`config.mk`:
```
export PLATFORM = sky130hd
export DESIGN_NAME = julian_day_to_calendar_date
export DESIGN_NICKNAME = d
export VERILOG_FILES = /design/src/design/jdcd_pkg.sv /design/src/design/jdcd_cycle.sv /design/src/design/jdcd_year.sv /design/src/design/jdcd_month.sv /design/src/design/julian_day_to_calendar_date.sv
export SDC_FILE = /design/constraint.sdc
export NUM_CORES = 2
export LEC_CHECK = 0
export ABC_CLOCK_PERIOD_IN_PS = 9810
export BUFFER_PORTS_ARGS = -buffer_cell sky130_fd_sc_hd__buf_2
export CORE_MARGIN = 3
export CORE_UTILIZATION = 35
export CTS_CLUSTER_SIZE = 40
export DETAILED_ROUTE_END_ITERATION = 12
export GPL_TIMING_DRIVEN = 0
export PLACE_DENSITY = 0.53
export SLEW_MARGIN = 40
export SYNTH_ARGS = -nofsm -noshare
export SYNTH_HDL_FRONTEND = slang
export SYNTH_SLANG_ARGS = --single-unit
```
`constraint.sdc`:
```
create_clock -name i_clk -period 9.81 [get_ports i_clk]
set_input_delay 1.962 -clock i_clk [delete_from_list [all_inputs] [get_ports i_clk]]
set_output_delay 1.962 -clock i_clk [all_outputs]
set_load 0.02 [all_outputs]
```
`src/design/jdcd_pkg.sv`:
```
// ----------------------------------------------------------------------------
// jdcd_pkg
// Shared types and constants for the day number to calendar date pipeline.
// ----------------------------------------------------------------------------
package jdcd_pkg;

    // last day number dated in the Julian calendar (4 Oct 1582)
    localparam logic [31:0] LAST_JULIAN_DAY    = 32'd2299160;
    // day number of 1 March, astronomical year 0 (Gregorian)
    localparam logic [31:0] MARCH_ZERO_OFFSET  = 32'd1721120;

    localparam logic [17:0] DAYS_PER_400_YEARS = 18'd146097;
    localparam logic [17:0] DAYS_PER_4_YEARS   = 18'd1461;
    // floor(2^32 / divisor)
    localparam logic [21:0] RECIP_400_YEARS    = 22'd29398;
    localparam logic [21:0] RECIP_4_YEARS      = 22'd2939744;

    localparam logic [24:0] JULIAN_EPOCH_YEAR  = 25'd4712;

    // Julian four-year cycle, offsets of years 1..3
    localparam logic [10:0] JUL_YEAR1_START    = 11'd366;
    localparam logic [10:0] JUL_YEAR2_START    = 11'd731;
    localparam logic [10:0] JUL_YEAR3_START    = 11'd1096;

    // Gregorian era helpers
    localparam logic [17:0] DAYS_PER_4Y_GREG   = 18'd1460;
    localparam logic [17:0] DAYS_PER_CENTURY   = 18'd36524;
    localparam logic [17:0] LAST_DAY_OF_ERA    = 18'd146096;
    localparam logic [17:0] DAYS_PER_YEAR      = 18'd365;
    // floor(2^18 / divisor)
    localparam logic [24:0] RECIP_1460         = 25'd179;
    localparam logic [26:0] RECIP_365          = 27'd718;

    localparam logic [8:0]  JAN_MARCH_DOY      = 9'd306;
    localparam logic [8:0]  MARCH_1_COMMON     = 9'd59;
    localparam logic [8:0]  MARCH_1_LEAP       = 9'd60;
    localparam logic [8:0]  MAX_DOY            = 9'd365;

    // quotient and remainder of the cycle division
    typedef struct packed {
        logic [14:0] cycle;
        logic [17:0] rem;
        logic        greg;
    } t_cycle;

    // date counted from 1 March; year is two's complement astronomical
    typedef struct packed {
        logic [24:0] year;
        logic [8:0]  doy;
    } t_march_date;

    // first day of each March-based month
    function automatic logic [8:0] month_start(input logic [3:0] mp);
        logic [8:0] v;
        case (mp)
            4'd0:    v = 9'd0;
            4'd1:    v = 9'd31;
            4'd2:    v = 9'd61;
            4'd3:    v = 9'd92;
            4'd4:    v = 9'd122;
            4'd5:    v = 9'd153;
            4'd6:    v = 9'd184;
            4'd7:    v = 9'd214;
            4'd8:    v = 9'd245;
            4'd9:    v = 9'd275;
            4'd10:   v = 9'd306;
            4'd11:   v = 9'd337;
            default: v = 9'd0;
        endcase
        return v;
    endfunction

endpackage

```
`src/design/jdcd_cycle.sv`:
```
// ----------------------------------------------------------------------------
// jdcd_cycle
// Calendar select and division of the day count into 4-year (Julian) or
// 400-year (Gregorian) cycles. Four stages: select, reciprocal multiply,
// back-multiply, correction.
// ----------------------------------------------------------------------------
module jdcd_cycle (
    input  logic               i_clk,
    input  logic               i_rst_n,
    input  logic               i_valid,
    output logic               o_ready,
    input  logic [31:0]        i_day_number,
    output logic               o_valid,
    input  logic               i_ready,
    output jdcd_pkg::t_cycle   o_data
);

    typedef struct packed {
        logic [31:0] x;
        logic        greg;
    } t_cyc_a;

    typedef struct packed {
        logic [31:0] x;
        logic [14:0] q0;
        logic        greg;
    } t_cyc_b;

    typedef struct packed {
        logic [18:0] r0;
        logic [14:0] q0;
        logic        greg;
    } t_cyc_c;

    logic [3:0]       r_v;
    logic [3:0]       n_v;
    logic [4:0]       w_rdy;

    t_cyc_a           r_a, n_a;
    t_cyc_b           r_b, n_b;
    t_cyc_c           r_c, n_c;
    jdcd_pkg::t_cycle r_d, n_d;

    logic [21:0]      w_recip;
    logic [53:0]      w_prod;
    logic [17:0]      w_div_b;
    logic [32:0]      w_qc;
    logic [17:0]      w_div_c;
    logic [17:0]      w_div_d;

    always_comb begin
        w_rdy[4] = i_ready;
        for (int k = 3; k >= 0; k--) begin
            w_rdy[k] = !r_v[k] || w_rdy[k+1];
        end
    end

    assign n_v = {r_v[2:0], i_valid};

    always_ff @(posedge i_clk) begin
        if (!i_rst_n) begin
            r_v <= '0;
        end else begin
            for (int k = 0; k < 4; k++) begin
                if (w_rdy[k]) begin
                    r_v[k] <= n_v[k];
                end
            end
        end
    end

    // stage a: calendar select
    always_comb begin
        n_a.greg = i_day_number > jdcd_pkg::LAST_JULIAN_DAY;
        n_a.x    = n_a.greg ? i_day_number - jdcd_pkg::MARCH_ZERO_OFFSET : i_day_number;
    end

    // stage b: quotient estimate, low by at most one
    assign w_recip = r_a.greg ? jdcd_pkg::RECIP_400_YEARS : jdcd_pkg::RECIP_4_YEARS;
    assign w_prod  = {22'b0, r_a.x} * {32'b0, w_recip};

    always_comb begin
        n_b.x    = r_a.x;
        n_b.q0   = w_prod[46:32];
        n_b.greg = r_a.greg;
    end

    // stage c: remainder of the estimate
    assign w_div_b = r_b.greg ? jdcd_pkg::DAYS_PER_400_YEARS : jdcd_pkg::DAYS_PER_4_YEARS;
    assign w_qc    = {18'b0, r_b.q0} * {15'b0, w_div_b};

    always_comb begin
        n_c.r0   = r_b.x[18:0] - w_qc[18:0];
        n_c.q0   = r_b.q0;
        n_c.greg = r_b.greg;
    end

    // stage d: correction
    assign w_div_c = r_c.greg ? jdcd_pkg::DAYS_PER_400_YEARS : jdcd_pkg::DAYS_PER_4_YEARS;

    always_comb begin
        n_d.greg = r_c.greg;
        if (r_c.r0 >= {1'b0, w_div_c}) begin
            n_d.cycle = r_c.q0 + 15'd1;
            n_d.rem   = 18'(r_c.r0 - {1'b0, w_div_c});
        end else begin
            n_d.cycle = r_c.q0;
            n_d.rem   = r_c.r0[17:0];
        end
    end

    always_ff @(posedge i_clk) begin
        if (w_rdy[0]) begin
            r_a <= n_a;
        end
        if (w_rdy[1]) begin
            r_b <= n_b;
        end
        if (w_rdy[2]) begin
            r_c <= n_c;
        end
        if (w_rdy[3]) begin
            r_d <= n_d;
        end
    end

    assign o_ready = w_rdy[0];
    assign o_valid = r_v[3];
    assign o_data  = r_d;

    assign w_div_d = r_d.greg ? jdcd_pkg::DAYS_PER_400_YEARS : jdcd_pkg::DAYS_PER_4_YEARS;

    a_rem_below_divisor: assert property (@(posedge i_clk) disable iff (!i_rst_n)
        r_v[3] |-> (r_d.rem < w_div_d))
        else $error("cycle remainder not below divisor");

endmodule

```
`src/design/jdcd_year.sv`:
```
// ----------------------------------------------------------------------------
// jdcd_year
// Astronomical year and day of the year counted from 1 March, for both
// calendars. Seven stages; the Julian path rides along the Gregorian one.
// ----------------------------------------------------------------------------
module jdcd_year (
    input  logic                    i_clk,
    input  logic                    i_rst_n,
    input  logic                    i_valid,
    output logic                    o_ready,
    input  jdcd_pkg::t_cycle        i_data,
    output logic                    o_valid,
    input  logic                    i_ready,
    output jdcd_pkg::t_march_date   o_data
);

    typedef struct packed {
        logic        greg;
        logic [17:0] doe;
        logic [23:0] era400;
        logic [12:0] cyc_yr;
        logic [10:0] rr;
        logic        leap;
        logic        jadj;
        logic [8:0]  jdoy;
        logic [24:0] jyear;
        logic [6:0]  n1q;
        logic [2:0]  ga;
        logic        gb;
        logic [11:0] r1;
        logic [17:0] t;
        logic [8:0]  yoe;
        logic [9:0]  r2;
        logic [8:0]  doy;
        logic [24:0] year;
    } t_ystage;

    logic [6:0]  r_v;
    logic [6:0]  n_v;
    logic [7:0]  w_rdy;

    t_ystage     r_s0, r_s1, r_s2, r_s3, r_s4, r_s5, r_s6;
    t_ystage     n_s0, n_s1, n_s2, n_s3, n_s4, n_s5, n_s6;

    logic [10:0] w_r11;
    logic [1:0]  w_yoff;
    logic [10:0] w_base;
    logic [24:0] w_n1p;
    logic [17:0] w_n1m;
    logic [8:0]  w_mar;
    logic [26:0] w_tp;
    logic [17:0] w_ym;
    logic [17:0] w_y365;
    logic [1:0]  w_c100;
    logic [17:0] w_doy;

    always_comb begin
        w_rdy[7] = i_ready;
        for (int k = 6; k >= 0; k--) begin
            w_rdy[k] = !r_v[k] || w_rdy[k+1];
        end
    end

    assign n_v = {r_v[5:0], i_valid};

    always_ff @(posedge i_clk) begin
        if (!i_rst_n) begin
            r_v <= '0;
        end else begin
            for (int k = 0; k < 7; k++) begin
                if (w_rdy[k]) begin
                    r_v[k] <= n_v[k];
                end
            end
        end
    end

    // stage 0: era scaling, century count, Julian year in cycle
    assign w_r11 = i_data.rem[10:0];
    assign w_n1p = {7'b0, i_data.rem} * jdcd_pkg::RECIP_1460;

    always_comb begin
        if (w_r11 < jdcd_pkg::JUL_YEAR1_START) begin
            w_yoff = 2'd0;
            w_base = 11'd0;
        end else if (w_r11 < jdcd_pkg::JUL_YEAR2_START) begin
            w_yoff = 2'd1;
            w_base = jdcd_pkg::JUL_YEAR1_START;
        end else if (w_r11 < jdcd_pkg::JUL_YEAR3_START) begin
            w_yoff = 2'd2;
            w_base = jdcd_pkg::JUL_YEAR2_START;
        end else begin
            w_yoff = 2'd3;
            w_base = jdcd_pkg::JUL_YEAR3_START;
        end
    end

    always_comb begin
        n_s0        = '0;
        n_s0.greg   = i_data.greg;
        n_s0.doe    = i_data.rem;
        n_s0.era400 = {9'b0, i_data.cycle} * 24'd400;
        n_s0.n1q    = w_n1p[24:18];
        n_s0.ga     = 3'(i_data.rem >= jdcd_pkg::DAYS_PER_CENTURY)
                    + 3'(i_data.rem >= 18'd73048)
                    + 3'(i_data.rem >= 18'd109572)
                    + 3'(i_data.rem >= jdcd_pkg::LAST_DAY_OF_ERA);
        n_s0.gb     = i_data.rem == jdcd_pkg::LAST_DAY_OF_ERA;
        n_s0.cyc_yr = {i_data.cycle[10:0], w_yoff};
        n_s0.rr     = w_r11 - w_base;
        n_s0.leap   = w_yoff == 2'd0;
    end

    // stage 1: 4-year remainder check, Julian shift to March-based count
    assign w_n1m = {11'b0, r_s0.n1q} * jdcd_pkg::DAYS_PER_4Y_GREG;
    assign w_mar = r_s0.leap ? jdcd_pkg::MARCH_1_LEAP : jdcd_pkg::MARCH_1_COMMON;

    always_comb begin
        n_s1    = r_s0;
        n_s1.r1 = r_s0.doe[11:0] - w_n1m[11:0];
        if (r_s0.rr < {2'b0, w_mar}) begin
            n_s1.jdoy = r_s0.rr[8:0] + jdcd_pkg::JAN_MARCH_DOY;
            n_s1.jadj = 1'b1;
        end else begin
            n_s1.jdoy = 9'(r_s0.rr - {2'b0, w_mar});
            n_s1.jadj = 1'b0;
        end
    end

    // stage 2: leap-adjusted day count, Julian astronomical year
    always_comb begin
        n_s2       = r_s1;
        n_s2.t     = r_s1.doe
                   - 18'(r_s1.n1q + 7'(r_s1.r1 >= jdcd_pkg::DAYS_PER_4Y_GREG[11:0]))
                   + 18'(r_s1.ga) - 18'(r_s1.gb);
        n_s2.jyear = 25'(r_s1.cyc_yr) - jdcd_pkg::JULIAN_EPOCH_YEAR - 25'(r_s1.jadj);
    end

    // stage 3: year estimate
    assign w_tp = {9'b0, r_s2.t} * jdcd_pkg::RECIP_365;

    always_comb begin
        n_s3     = r_s2;
        n_s3.yoe = w_tp[26:18];
    end

    // stage 4: remainder of the estimate
    assign w_ym = {9'b0, r_s3.yoe} * jdcd_pkg::DAYS_PER_YEAR;

    always_comb begin
        n_s4    = r_s3;
        n_s4.r2 = r_s3.t[9:0] - w_ym[9:0];
    end

    // stage 5: year correction
    always_comb begin
        n_s5     = r_s4;
        n_s5.yoe = r_s4.yoe + 9'(r_s4.r2 >= jdcd_pkg::DAYS_PER_YEAR[9:0]);
    end

    // stage 6: day of year, calendar merge
    assign w_y365 = {9'b0, r_s5.yoe} * jdcd_pkg::DAYS_PER_YEAR;
    assign w_c100 = 2'(r_s5.yoe >= 9'd100) + 2'(r_s5.yoe >= 9'd200)
                  + 2'(r_s5.yoe >= 9'd300);
    assign w_doy  = r_s5.doe - w_y365 - 18'(r_s5.yoe[8:2]) + 18'(w_c100);

    always_comb begin
        n_s6 = r_s5;
        if (r_s5.greg) begin
            n_s6.doy  = w_doy[8:0];
            n_s6.year = {1'b0, r_s5.era400 + 24'(r_s5.yoe)};
        end else begin
            n_s6.doy  = r_s5.jdoy;
            n_s6.year = r_s5.jyear;
        end
    end

    always_ff @(posedge i_clk) begin
        if (w_rdy[0]) begin
            r_s0 <= n_s0;
        end
        if (w_rdy[1]) begin
            r_s1 <= n_s1;
        end
        if (w_rdy[2]) begin
            r_s2 <= n_s2;
        end
        if (w_rdy[3]) begin
            r_s3 <= n_s3;
        end
        if (w_rdy[4]) begin
            r_s4 <= n_s4;
        end
        if (w_rdy[5]) begin
            r_s5 <= n_s5;
        end
        if (w_rdy[6]) begin
            r_s6 <= n_s6;
        end
    end

    assign o_ready     = w_rdy[0];
    assign o_valid     = r_v[6];
    assign o_data.year = r_s6.year;
    assign o_data.doy  = r_s6.doy;

    a_yoe_range: assert property (@(posedge i_clk) disable iff (!i_rst_n)
        (r_v[5] && r_s5.greg) |-> (r_s5.yoe < 9'd400))
        else $error("year of era out of range");

    a_doy_range: assert property (@(posedge i_clk) disable iff (!i_rst_n)
        r_v[6] |-> (r_s6.doy <= jdcd_pkg::MAX_DOY))
        else $error("day of year out of range");

endmodule

```
`src/design/jdcd_month.sv`:
```
// ----------------------------------------------------------------------------
// jdcd_month
// Month and day from the March-based day of year, then the shift back to a
// January year and the BC conversion. Three stages; the last is the output
// register.
// ----------------------------------------------------------------------------
module jdcd_month (
    input  logic                    i_clk,
    input  logic                    i_rst_n,
    input  logic                    i_valid,
    output logic                    o_ready,
    input  jdcd_pkg::t_march_date   i_data,
    output logic                    o_valid,
    input  logic                    i_ready,
    output logic [4:0]              o_day_of_month,
    output logic [3:0]              o_month_of_year,
    output logic [23:0]             o_year_value,
    output logic                    o_before_christ
);

    typedef struct packed {
        logic [24:0] year;
        logic [8:0]  doy;
        logic [3:0]  mp;
        logic [4:0]  dd;
        logic [3:0]  mm;
        logic [23:0] yv;
        logic        bc;
    } t_mstage;

    logic [2:0]  r_v;
    logic [2:0]  n_v;
    logic [3:0]  w_rdy;

    t_mstage     r_s0, r_s1, r_s2;
    t_mstage     n_s0, n_s1, n_s2;

    logic [8:0]  w_dom;
    logic [24:0] w_neg;

    always_comb begin
        w_rdy[3] = i_ready;
        for (int k = 2; k >= 0; k--) begin
            w_rdy[k] = !r_v[k] || w_rdy[k+1];
        end
    end

    assign n_v = {r_v[1:0], i_valid};

    always_ff @(posedge i_clk) begin
        if (!i_rst_n) begin
            r_v <= '0;
        end else begin
            for (int k = 0; k < 3; k++) begin
                if (w_rdy[k]) begin
                    r_v[k] <= n_v[k];
                end
            end
        end
    end

    // stage 0: month index by compare against month starts
    always_comb begin
        n_s0      = '0;
        n_s0.year = i_data.year;
        n_s0.doy  = i_data.doy;
        for (int i = 1; i < 12; i++) begin
            n_s0.mp = n_s0.mp + 4'(i_data.doy >= jdcd_pkg::month_start(4'(i)));
        end
    end

    // stage 1: day, calendar month, January-based year
    assign w_dom = r_s0.doy - jdcd_pkg::month_start(r_s0.mp);

    always_comb begin
        n_s1    = r_s0;
        n_s1.dd = w_dom[4:0] + 5'd1;
        if (r_s0.mp < 4'd10) begin
            n_s1.mm   = r_s0.mp + 4'd3;
            n_s1.year = r_s0.year;
        end else begin
            n_s1.mm   = r_s0.mp - 4'd9;
            n_s1.year = r_s0.year + 25'd1;
        end
    end

    // stage 2: astronomical year to BC/AD, no year zero
    assign w_neg = 25'd1 - r_s1.year;

    always_comb begin
        n_s2 = r_s1;
        if (r_s1.year[24] || r_s1.year == 25'd0) begin
            n_s2.bc = 1'b1;
            n_s2.yv = w_neg[23:0];
        end else begin
            n_s2.bc = 1'b0;
            n_s2.yv = r_s1.year[23:0];
        end
    end

    always_ff @(posedge i_clk) begin
        if (w_rdy[0]) begin
            r_s0 <= n_s0;
        end
        if (w_rdy[1]) begin
            r_s1 <= n_s1;
        end
        if (w_rdy[2]) begin
            r_s2 <= n_s2;
        end
    end

    assign o_ready         = w_rdy[0];
    assign o_valid         = r_v[2];
    assign o_day_of_month  = r_s2.dd;
    assign o_month_of_year = r_s2.mm;
    assign o_year_value    = r_s2.yv;
    assign o_before_christ = r_s2.bc;

    a_month_range: assert property (@(posedge i_clk) disable iff (!i_rst_n)
        r_v[2] |-> (r_s2.mm >= 4'd1 && r_s2.mm <= 4'd12))
        else $error("month out of range");

    a_day_nonzero: assert property (@(posedge i_clk) disable iff (!i_rst_n)
        r_v[1] |-> (r_s1.dd != 5'd0))
        else $error("day of month is zero");

endmodule

```
`src/design/julian_day_to_calendar_date.sv`:
```
// ----------------------------------------------------------------------------
// julian_day_to_calendar_date
// Day count since 1 Jan 4713 BC to day, month, year and BC flag.
// Throughput: one item per cycle while the output side accepts items; each
// stage holds while it is full and the next one cannot take its item.
// Reset (synchronous, active low) clears all stage valid bits.
// ----------------------------------------------------------------------------
module julian_day_to_calendar_date (
    input  logic        i_clk,
    input  logic        i_rst_n,
    input  logic        i_s_axis_tvalid,
    output logic        o_s_axis_tready,
    input  logic [31:0] i_s_axis_tdata,  // [31:0] day_number
    output logic        o_m_axis_tvalid,
    input  logic        i_m_axis_tready,
    output logic [39:0] o_m_axis_tdata,  // [4:0] day_of_month, [8:5] month_of_year,
                                         // [32:9] year_value, [39:33] zero
    output logic        o_m_axis_tuser   // [0] before_christ
);

    jdcd_pkg::t_cycle      w_cyc;
    jdcd_pkg::t_march_date w_date;
    logic                  w_cyc_valid, w_cyc_ready;
    logic                  w_date_valid, w_date_ready;
    logic [4:0]            w_day;
    logic [3:0]            w_month;
    logic [23:0]           w_year;
    logic                  w_bc;

    jdcd_cycle u_cycle (
        .i_clk        (i_clk),
        .i_rst_n      (i_rst_n),
        .i_valid      (i_s_axis_tvalid),
        .o_ready      (o_s_axis_tready),
        .i_day_number (i_s_axis_tdata),
        .o_valid      (w_cyc_valid),
        .i_ready      (w_cyc_ready),
        .o_data       (w_cyc)
    );

    jdcd_year u_year (
        .i_clk   (i_clk),
        .i_rst_n (i_rst_n),
        .i_valid (w_cyc_valid),
        .o_ready (w_cyc_ready),
        .i_data  (w_cyc),
        .o_valid (w_date_valid),
        .i_ready (w_date_ready),
        .o_data  (w_date)
    );

    jdcd_month u_month (
        .i_clk           (i_clk),
        .i_rst_n         (i_rst_n),
        .i_valid         (w_date_valid),
        .o_ready         (w_date_ready),
        .i_data          (w_date),
        .o_valid         (o_m_axis_tvalid),
        .i_ready         (i_m_axis_tready),
        .o_day_of_month  (w_day),
        .o_month_of_year (w_month),
        .o_year_value    (w_year),
        .o_before_christ (w_bc)
    );

    assign o_m_axis_tdata = {7'b0, w_year, w_month, w_day};
    assign o_m_axis_tuser = w_bc;

endmodule

```
## Word level (Yosys, flattened, before mapping)

Memory sizes are Yosys's and may differ from the RTL's. A register that Yosys moved wholly into a read port is not among the register bits.
Cells that the tools add are included.

- Memories: 1
- Bits in registers: 768
- Memory bits (read-only): 144
- Input bits: 36
- Output and inout bits: 43

Memories:

| memory | depth | bits a word | read ports | clocked after Yosys merged registers in | write ports | line | RTL |
|---|---|---|---|---|---|---|---|
| (no name shown) | 16 | 9 | 1 | 1 | 0 | jdcd_pkg.sv:55 | `case (mp)` |

- Muxes and demuxes: 18
- Reduce and logical (&&, ||, !) cells: 31
- Multipliers: 8
- Equal/unequal tests: 1
- Order comparisons: 27
- $add $sub $neg: 41

Operators by type and width:

| kind | count |
|---|---|
| $mux 25 | 2 |
| $mul 32x22->47 | 1 |
| $ge 9x8->1 const B | 5 |
| $add 4x1->4 | 9 |
| $ge 18x17->1 const B | 2 |
| $ge 9x9->1 const B | 4 |
| $mux 18 | 2 |
| $mux 34 | 1 |
| $mux 11 | 3 |
| $mux 33 | 1 |
| $gt 32x22->1 const B | 1 |
| $mux 32 | 1 |
| $sub 32x21->32 const B | 1 |
| $ge 9x7->1 const B | 3 |
| $mul 18x9->26 const B | 1 |
| $add 25x1->25 const B | 1 |
| $logic_not 25->1 | 1 |
| $mul 18x8->25 const B | 1 |
| $sub 25x1->25 | 1 |
| $add 24x9->24 | 1 |
| $sub 1x24->24 const A | 1 |
| $mux 22 | 1 |
| $mul 15x5->20 const B | 1 |
| $ge 19x18->1 | 1 |
| other kinds (47) | 80 |

## Depth between registers and ports, before layout

- Depth in word-level cells: 15
- Mapped depth: 30

## Cells and area by module

A second synthesis with hierarchy kept.

- Cell total of the unflattened synthesis: 4935
- Area total of the unflattened synthesis: 58532.4 µm²

By module, submodules not included:

| module | seq. area each (µm²) | instances | area an instance (µm²) | cells an instance |
|---|---|---|---|---|
| jdcd_year | 14163.6 | 1 | 28573.7 | 2162 |
| jdcd_cycle | 4194.0 | 1 | 24384.6 | 2335 |
| jdcd_month | 3223.1 | 1 | 5517.8 | 430 |
| julian_day_to_calendar_date | 0.0 | 1 | 56.3 | 8 |

## Worst setup path before layout

No wires, ideal clock.

- Path kind: input -> output
- From: input port i_m_axis_tready
- To: output port o_s_axis_tready
- Stages on the path: 9
- Path buffers: 0
- Required time: 7.848 ns
- Arrival: 5.864 ns
- Slack: 1.984 ns
- Cell sequence: nor2b_1 -> and3_1 -> and3_1 -> and2_1 -> inv_1 -> nor2_1 -> and2_1 -> and3_1 -> nand2_1

- Word-level cells in the longest chain between the ends: 14

Ends and longest elaborated chain:

| what | line | RTL |
|---|---|---|
| start, declared | julian_day_to_calendar_date.sv:15 | `input logic i_m_axis_tready,` |
| $logic_or 1x1->1 (3 in series) | jdcd_month.sv:44 | `w_rdy[k] = !r_v[k] \|\| w_rdy[k+1];` |
| $logic_or 1x1->1 (3 in series) | jdcd_year.sv:60 | `w_rdy[k] = !r_v[k] \|\| w_rdy[k+1];` |
| net u_year.w_rdy[4] | jdcd_year.sv:40 | `logic [7:0] w_rdy;` |
| $logic_or 1x1->1 (4 in series) | jdcd_year.sv:60 |  |
| $logic_or 1x1->1 (4 in series) | jdcd_cycle.sv:54 | `w_rdy[k] = !r_v[k] \|\| w_rdy[k+1];` |
| end, declared | julian_day_to_calendar_date.sv:12 | `output logic o_s_axis_tready,` |

The timed path passes the listed nets, and every way through them passes these cells.

==> results.sh <==
export IMPL_status="finished, final reports clean"
export IMPL_fin_ws_ns=0.409
export IMPL_yosysTopAreaCellShare=0.380
export IMPL_fillers=15800
export IMPL_die_area_sq_mm=0.173
export IMPL_numCtsBuffers=86
export IMPL_drc=0
export IMPL_grtUsageMet2=0.229
export IMPL_area_delta_synth_final_pct=10.8
export IMPL_dp_hpwl_um=90300
export IMPL_grt_max_degree=64
export IMPL_multi_input_area_sq_mm=0.0318
export IMPL_vias_per_cell=4.47
export IMPL_relSlewSlack=0.440
export IMPL_syn_cell_area_sq_mm=0.0589
export IMPL_slowest_delay_ns=0.68
export IMPL_slowest_stage="edfxtp_1"
export IMPL_h_tree_depth=3
export IMPL_rsz0062_at_grt="false"
export IMPL_hp_class="flop to flop"
export IMPL_maxCapViolCount=0
export IMPL_ff2ff_setup_slack_ns=0.41
export IMPL_fin_crit_ns=9.40
export IMPL_dp_slack_ns=-0.0374
export IMPL_regArea_sq_mm=0.0228
export IMPL_dr_pass1_iters=5
export IMPL_drt_wirelength_per_cell_um=14.9
export IMPL_syn_avg_cell_area_sq_um=12.1
export IMPL_crit_type="flop to flop"
export IMPL_hold_start="u_year.o_data[16]"
export IMPL_cp_startpoint="u_cycle.n_b[0]"
export IMPL_grt_pass1_vias=35300
export IMPL_cts_buffer_depth=3
export IMPL_io_buffers=70
export IMPL_nNetsFinal=6456
export IMPL_worstMarginPinSlew_ns=0.834
export IMPL_yosysMostFrequentCell="inv_1"
export IMPL_cp_start_kind="flop"
export IMPL_end_kind="flop"
export IMPL_synthCells=4856
export IMPL_crit_required_ns=10.27
export IMPL_drt_iter0_drc=1315
export IMPL_yosys_warnings=0
export IMPL_synthArstFlopShare=0
export IMPL_finClkSkew_ns=0.0574
export IMPL_layout_drive_gt1_share=0.0580
export IMPL_grt_use_met3=0.0189
export IMPL_clk_latency_ns=0.69
export IMPL_rows=149
export IMPL_synth_common_cells="inv_1, ha_1, edfxtp_1, fa_1, xnor2_1"
export IMPL_path_common_cell="fa_1"
export IMPL_worstRegToRegCells=25
export IMPL_r2r_end="u_cycle.n_c[15]"
export IMPL_wl_um=108000
export IMPL_layoutNonFillerInstCount=7290
export IMPL_die_w_um=416
export IMPL_worstPathMaxFanout=10
export IMPL_yosysTopAreaCell="edfxtp_1"
export IMPL_final_max_slew_viol_count=0
export IMPL_dpl_cell_count=7130
export IMPL_crit_path_end="u_cycle.n_c[15]"
export IMPL_yosysSeqAreaShare=0.387
export IMPL_grt_busiest_layer="met2"
export IMPL_io_pins=79
export IMPL_clock_sinks=765
export IMPL_synth_edf_count=746
export IMPL_root_buffer="clkbuf_16"
export IMPL_grt_usage=0.129
export IMPL_setup_viol=0
export IMPL_synth_area_leaders="edfxtp_1, fa_1, ha_1, inv_1, xnor2_1"
export IMPL_hold_viol=0
export IMPL_clock_fmax_mhz=106
export IMPL_arrival_ns=9.86
export IMPL_antenna_cells=0
export IMPL_grt_use_met1=0.165
export IMPL_synth_flop_cell="edfxtp_1"
export IMPL_ys_ff_latch=765
export IMPL_cts_tree="yes"
export IMPL_antenna_found_initial=1
export IMPL_fp_dieH_um=416
export IMPL_fin_crit_sh=0.958
export IMPL_timing_rr_start="u_cycle.n_b[0]"
export IMPL_whs_ns=0.385
export IMPL_ys_types=81
export IMPL_overflow=0
export IMPL_gp_routability_congestion=0.853
export IMPL_vias=32600
export IMPL_grt_pass1_wl_um=181000
export IMPL_cts_reportedPaths_clkPinSlew_ns=0.06
export IMPL_coreArea_sq_mm=0.166
export IMPL_start_util=0.355
export IMPL_ant_nets=0
-- through the flow --
| step | cell area [sq um] | TNS (ns) | utilization |
|---|---|---|---|
| 4_1_cts | 65300 | 0 | 0.393 |
| 3_3_place_gp | 62100 | -0.160 | 0.374 |
| 6_report | 65300 | 0 | 0.393 |
| 2_1_floorplan | 59000 | 0 | - |
| 5_1_grt | 65300 | 0 | 0.393 |
| 3_5_place_dp | 62300 | -0.0374 | 0.375 |
-- routing by layer --
metal	up-vias	routed length (um)	part of all wire
met5	-	0	0
met4	0	2450	0.023
met3	141	3740	0.035
met2	394	53500	0.49
met1	15800	48500	0.45
li1	16300	-	-
-- final cells by class --
cell class,count,area share
buffer,58,0.00399
clock buffer,104,0.0346
clock inverter,56,0.0109
inverter,1125,0.0650
multi-input combinational,2915,0.487
sequential,765,0.349
tap,2189,0.0419
timing repair buffer,78,0.00797
-- layout by cell type, fill, tap and decap left out, types with 13 or more instances in the layout --
cell	n
a21oi_1	156
o21a_1	27
nand2b_1	38
nand3_1	37
a21o_1	61
ha_1	791
or3_1	15
and3_1	25
mux2_2	21
o21ai_0	84
clkbuf_16	86
inv_1	1115
o21bai_1	15
o21ai_1	20
nor3_1	22
clkbuf_1	60
edfxtp_1	746
nand4_1	35
xnor2_1	256
xor2_1	102
buf_2	70
a211oi_1	13
dfxtp_1	19
fa_1	600
clkinv_2	16
nor2_1	143
nand2_1	177
and2_1	46
o31ai_1	15
nor2b_1	45
-- cells by family (layout without fill, tap and decap cells) --
group                    count (synthesis)  count (layout)  synth area share
AND/OR/NAND/NOR                        643             643            0.0542
multiplexers                            27              27           0.00505
buffers and inverters                 1183            1421            0.0760
XOR/XNOR                               359             359            0.0536
other                                    2               9          0.000127
AO/OA/AOI/OAI                          486             486            0.0528
flip-flops                             765             765             0.387
adder cells (fa/ha/maj)               1391            1391             0.372
-- what timing repair did --
item                                    in CTS  in global routing
resized for setup                            0                  2
hold buffers                                 0                  0
setup buffers                                0                  0
endpoints found under the setup margin       0                  6
-- critical path, delay by kind of cell (launching register included) --
| family | cells | cell delay, ns |
|---|---|---|
| AO/OA/AOI/OAI | 6 | 1.51 |
| AND/OR/NAND/NOR | 2 | 0.76 |
| buffers and inverters | 8 | 2.21 |
| adder cells (fa/ha/maj) | 8 | 3.86 |
| XOR/XNOR | 1 | 0.13 |
| flip-flops | 1 | 0.68 |
-- sequential cells by signal, indices dropped and copies added, names as in the netlist, 72 cells and up, named ones only --
register / flops
u_year.n_s1: 72
u_year.n_s6: 73
u_year.n_s2: 80
u_year.n_s3: 82
u_year.n_s5: 74
u_year.n_s4: 83
-- worst min-delay path by stage --
stage          slack, ns                          to  cells past startpoint
3_5_place_dp        0.40  u_month.o_month_of_year[0]                      0
2_1_floorplan       0.40   u_month.o_day_of_month[0]                      0
5_1_grt             0.38            u_month.r_s0[61]                      0
6_report            0.38            u_month.r_s0[54]                      0
3_3_place_gp        0.40            u_year.n_s3[173]                      0
4_1_cts             0.37            u_month.r_s0[61]                      0
Power is left out: the tool's default activity adds up to more than one toggle a clock period on the data nets, which glitch-free logic cannot reach.
